[src/sv/lzd_pkg.sv]
// Package for the LZ77 block token decoder.
// Holds the port word types, the queue entry type and the default sizes.
// No dependencies.
`default_nettype none

package lzd_pkg;

  localparam int BLOCK_BYTES_DEF = 32768;
  localparam int MAX_COPY_DEF    = 15;
  localparam int QUEUE_DEPTH     = 4;

  localparam int OFFSET_W = 15;
  localparam int LENGTH_W = 4;
  localparam int BYTE_W   = 8;

  localparam logic FUNC_COPY = 1'b0;
  localparam logic FUNC_EOB  = 1'b1;

  typedef struct packed {
    logic                func;
    logic [OFFSET_W-1:0] offset;
    logic [LENGTH_W-1:0] length;
    logic [BYTE_W-1:0]   next_byte;
  } token_t;

  typedef struct packed {
    logic [BYTE_W-1:0] data_byte;
    logic              last;
    logic              error;
  } result_t;

  typedef struct packed {
    logic                eob;
    logic [OFFSET_W-1:0] offset;
    logic [LENGTH_W-1:0] len;
    logic [BYTE_W-1:0]   lit;
  } entry_t;

endpackage

`default_nettype wire

[src/sv/lzd_queue.sv]
// Short register queue between the decoder front end and back end.
// Depends on lzd_pkg.
`default_nettype none

module lzd_queue (
  input  wire logic            clk,
  input  wire logic            rst,
  input  wire logic            push,
  input  wire lzd_pkg::entry_t push_entry,
  output      logic            full,
  output      logic            q_valid,
  output      lzd_pkg::entry_t q_entry,
  input  wire logic            pop
);
  import lzd_pkg::*;

  localparam int PW = $clog2(QUEUE_DEPTH);
  localparam int CW = $clog2(QUEUE_DEPTH + 1);

  entry_t        slots [QUEUE_DEPTH];
  logic [PW-1:0] wr_ptr;
  logic [PW-1:0] rd_ptr;
  logic [CW-1:0] count;

  assign full    = (count == CW'(QUEUE_DEPTH));
  assign q_valid = (count != '0);
  assign q_entry = slots[rd_ptr];

  always_ff @(posedge clk) begin
    if (rst) begin
      wr_ptr <= '0;
      rd_ptr <= '0;
      count  <= '0;
    end else begin
      if (push) begin
        slots[wr_ptr] <= push_entry;
        wr_ptr        <= (wr_ptr == PW'(QUEUE_DEPTH - 1)) ? '0 : wr_ptr + 1'b1;
      end
      if (pop) begin
        rd_ptr <= (rd_ptr == PW'(QUEUE_DEPTH - 1)) ? '0 : rd_ptr + 1'b1;
      end
      if (push && !pop) begin
        count <= count + 1'b1;
      end else if (pop && !push) begin
        count <= count - 1'b1;
      end
    end
  end

endmodule

`default_nettype wire

[config.mk]
export PLATFORM = sky130hd
export DESIGN_NAME = lzd_queue
export DESIGN_NICKNAME = d
export VERILOG_FILES = /design/src/sv/lzd_pkg.sv /design/src/sv/lzd_queue.sv
export SDC_FILE = /design/constraint.sdc
export NUM_CORES = 1
export LEC_CHECK = 0
export BUFFER_PORTS_ARGS = -buffer_cell sky130_fd_sc_hd__buf_2
export CAP_MARGIN = 20
export CORE_MARGIN = 2
export CORE_UTILIZATION = 51
export DETAILED_ROUTE_END_ITERATION = 10
export PLACE_DENSITY = 0.78
export SYNTH_ARGS = -nofsm -noshare
export SYNTH_HDL_FRONTEND = slang
export SYNTH_SLANG_ARGS = --single-unit
[constraint.sdc]
create_clock -name clk -period 1.5 [get_ports clk]
set_input_delay 0.075 -clock clk [delete_from_list [all_inputs] [get_ports clk]]
set_output_delay 0.075 -clock clk [all_outputs]
set_load 0.01 [all_outputs]
* Word-level counts from Yosys, hierarchy flattened
Memories as Yosys holds them, arrays and structs flattened. A register that Yosys moved wholly into a read port is not among the register bits. Cells that the tools add are included.
Word-level totals: memory bits (writable) 112, input bits 32, memories kept 1, bits in registers 7
Operators by class: equality and inequality tests 3, reduce and logical (&&, ||, !) cells 6, mux-type cells 9, add/sub/neg operators 4
Memories:
- slots | depth 4, bits a word 28, rd ports 1, clocked after Yosys merged registers in 1, wr ports 1, line lzd_queue.sv:20 | entry_t slots [QUEUE_DEPTH];
Operator list (count):
- two-way mux 2 bit | 4
- two-way mux 3 bit | 2
- adder 2 x 1 -> 2 bit (second input constant) | 2
- equality test 2 bit (second input constant) | 2
- adder 3 x 1 -> 3 bit (second input constant) | 1
- equality test 3 bit (second input constant) | 1
- two-way mux 1 bit | 3
- nonzero test 3 bit | 1
- subtractor 3 x 1 -> 3 bit (second input constant) | 1
- logical AND 1 bit | 2
- zero test 1 bit | 2
- nonzero test 2 bit | 1

* Logic depth before layout (Yosys ltp)
depth after elaboration 4, gate-level depth with buffers 7, mapped depth without buffers 7

* Worst setup path after synthesis
Ideal clock, no wire load.
path kind register to register, from register wr_ptr[0], to memory slots[3][0] (netlist name) (enable), setup time 387 ps, path buffers 0, required time 1113 ps, arrival 1248 ps, path slack -135 ps, stages on the path, launching flop included 3, path through dfxtp_1 > ha_1 > and2_1
RTL lines:
- start, declared | line lzd_queue.sv:21 | logic [PW-1:0] wr_ptr;
- start signal, assigned | line lzd_queue.sv:37 | wr_ptr <= (wr_ptr == PW'(QUEUE_DEPTH - 1)) ? '0 : wr_ptr + 1'b1;
- end, declared | line lzd_queue.sv:20
Straight into the memory's write port.

==> insert_results.sql <==
INSERT INTO impl_metrics (metric_group, metric, value, unit) VALUES
('outcome', 'run_status', 'complete, but fails checks', ''),
('outcome', 'failed_checks', 'setup timing', ''),
('timing', 'finalHoldViolations', '0', ''),
('critical_path', 'worst_ep_arrival_time', '1.79', 'ns'),
('critical_path', 'cp-end-kind', 'primary output', ''),
('routing', 'drt.antenna.violating_nets', '0', ''),
('synth', 'synth_sequential_area_ratio', '0.780', ''),
('routing', 'first_pass_iters', '4', ''),
('floorplanning', 'core-area', '8680', 'um^2'),
('floorplanning', 'die-area', '9680', 'um^2'),
('synth', 'post-synth-top-count-cell', 'sky130_fd_sc_hd__edfxtp_1', ''),
('pwr', 'power.leakage', '2.22', 'nW'),
('synth', 'cell_area_after_synthesis', '4540', 'um^2'),
('clock_network', 'clkTransAtPathRegs', '0.05', 'ns'),
('placement', 'port-buffer-count', '61', ''),
('floorplanning', 'initial_core_util', '0.523', ''),
('timing', 'share_of_the_clock_period_used_by_the_worst_path_after_layout', '1.25', ''),
('min_path', 'worstHoldPathCells', '4', ''),
('timing', 'slew_headroom', '0.804', ''),
('timing', 'clock.fmax', '535', 'MHz'),
('global_routing', 'grt_antenna_before_repair', '0', ''),
('finish', 'layout.cells.non_filler', '436', ''),
('synth', 'ys_async_sr_fraction', '0', ''),
('synth', 'synth.distinct_cells', '20', ''),
('routing', 'routed-via-count', '2252', ''),
('global_routing', 'largest_net_degree_at_the_start_of_global_routing', '21', ''),
('timing', 'timing.clock.skew', '0.00549', 'ns'),
('clock_network', 'cts_tree', 'built', ''),
('synth', 'synth.top_cell.area_share', '0.740', ''),
('clock_network', 'clock_tree.buffer_depth', '2', ''),
('clock_network', 'htreeDepth', '4', ''),
('finish', 'design.final.nets', '354', ''),
('clock_network', 'clk-insertion-delay-late', '0.50', 'ns'),
('synth', 'number_of_warnings_printed_during_yosys_synthesis', '0', ''),
('synth', 'flops_latches_synth', '121', ''),
('synth', 'syn-mean-instance-area', '23.7', 'um^2'),
('routing', 'drt-initial-drc-count', '110', ''),
('global_routing', 'grt_util_all_layers', '0.173', ''),
('synth', 'synthTopCellsByCount', '112 x sky130_fd_sc_hd__edfxtp_1, 20 x sky130_fd_sc_hd__mux4_2, 9 x sky130_fd_sc_hd__dfxtp_1', ''),
('clock_network', 'tritoncts.num_buffers', '17', ''),
('routing', 'routed_wl', '8.13', 'mm'),
('floorplanning', 'chipHeight', '98.4', 'um'),
('placement', 'hpwlAfterDp', '4.45', 'mm'),
('timing', 'postLayoutSetupSlackWorst', '-0.370', 'ns'),
('floorplanning', 'top_level_ports', '62', ''),
('timing', 'final.min_clock_period', '1.87', 'ns'),
('global_routing', 'first_global_vias', '2435', ''),
('clock_network', 'cts_num_sinks', '121', ''),
('flow_run', 'cap_violations', '0', ''),
('placement', 'gp_congestion', '0.768', ''),
('timing', 'timing.hold.ws', '0.0298', 'ns'),
('finish', 'drive_gt1_frac', '0.451', ''),
('timing', 'tightest_slew', '0.295', 'ns'),
('routing', 'vias_per_inst', '5.17', ''),
('critical_path', 'timing.critical_path.from_type', 'flip-flop', ''),
('timing', 'finalSetupViolCount', '28', ''),
('pwr', 'total_power', '8.68', 'mW'),
('placement', 'dpl.cell_count', '368', ''),
('critical_path', 'timing_worst_setup_path_type', 'flip-flop to primary output', ''),
('critical_path', 'crit_required', '1.42', 'ns'),
('synth', 'synth.top_cells.by_area', 'sky130_fd_sc_hd__edfxtp_1 74%, sky130_fd_sc_hd__mux4_2 9.9%, sky130_fd_sc_hd__mux4_1 4.6%', ''),
('timing', 'rsz0062_at_grt', 'yes', ''),
('pwr', 'power.density', '1400', 'nW/um^2'),
('min_path', 'holdCritPathClass', 'input pin to flip-flop', ''),
('routing', 'drc', '0', ''),
('synth', 'synth_edf_count', '112', ''),
('finish', 'flow.area_growth_from_synthesis', '36.5', '%'),
('placement', 'post-place-ws', '-0.0743', 'ns'),
('floorplanning', 'std_cell_rows', '34', ''),
('floorplanning', 'dieWidth', '98.4', 'um'),
('placement', 'placement.cell_area', '5100', 'um^2');
==> path summary, 6_finish.rpt <==
path	endpoint	slack [ns]	start
setup / recovery	q_entry[22]	-0.37	flip-flop
setup reg to reg	count[2]	0.08	count[1]
hold / removal	flip-flop	0.03	pop
hold reg to reg	wr_ptr[1]	0.53	wr_ptr[1]
==> timing repair <==
item,CTS,global route
hold buffers,32,2
endpoints found under the hold margin,121,2
resized for setup,16,21
gates cloned,1,2
buffers inserted,0,0
setup endpoints to repair,28,31
pin swaps,0,3
==> metal layers <==
| layer | vias up | global-route usage | share of wire |
|---|---|---|---|
| met4 | 0 | 0.0601 | 0.011 |
| li1 | 1041 | - | - |
| met5 | - | 0 | 0 |
| met1 | 1126 | 0.211 | 0.42 |
| met2 | 75 | 0.296 | 0.52 |
| met3 | 10 | 0.0515 | 0.046 |
==> cells by family (layout without fill, tap and decap cells) <==
logic type,Yosys count,after routing,share of synthesized area
DFF,121,121,0.780
muxes,32,32,0.154
and+or+nand+nor,16,16,0.0187
buffers and inverters,11,147,0.0187
adders and majority gates,7,7,0.0209
AOI/OAI and AO/OA,3,3,0.00330
xor gates and xnor gates,2,2,0.00386
==> placed cells by master, fill, tap and decap left out, drive strengths merged, types with 5 or more instances in the layout <==
cell type,count
ha,6
dfxtp,9
mux4,28
dlygate4sd3,33
clkbuf,20
inv,5
clkinv,6
buf,76
edfxtp,112
nor2,7
==> final cells by class <==
| cell class | instances | area (um^2) |
|---|---|---|
| timing repair buffer | 111 | 1000 |
| clock buffer | 18 | 418 |
| inverter | 4 | 15.0 |
| sequential | 121 | 3560 |
| fill | 527 | 2480 |
| clock inverter | 14 | 179 |
| tap | 108 | 135 |
| multi-input combinational | 60 | 897 |
==> critical path, cell delays in order, from the launching register on <==
cell and delay, ns:
sky130_fd_sc_hd__dfxtp_4 0.45, sky130_fd_sc_hd__clkbuf_16 0.19, sky130_fd_sc_hd__mux4_2 0.52, sky130_fd_sc_hd__buf_6 0.14
==> sequential cells by signal, indices dropped and copies added, names as in the netlist, named ones only <==
name    cells
count       3
wr_ptr      2
rd_ptr      2
slots     112
==> power by group <==
part           internal (mW)  switching [mW]  total (mW)
sequential              3.80          0.0519        3.86
combinational          0.450           0.332       0.782
clock                   2.67            1.37        4.05
Power figures use the tool's default switching activity.
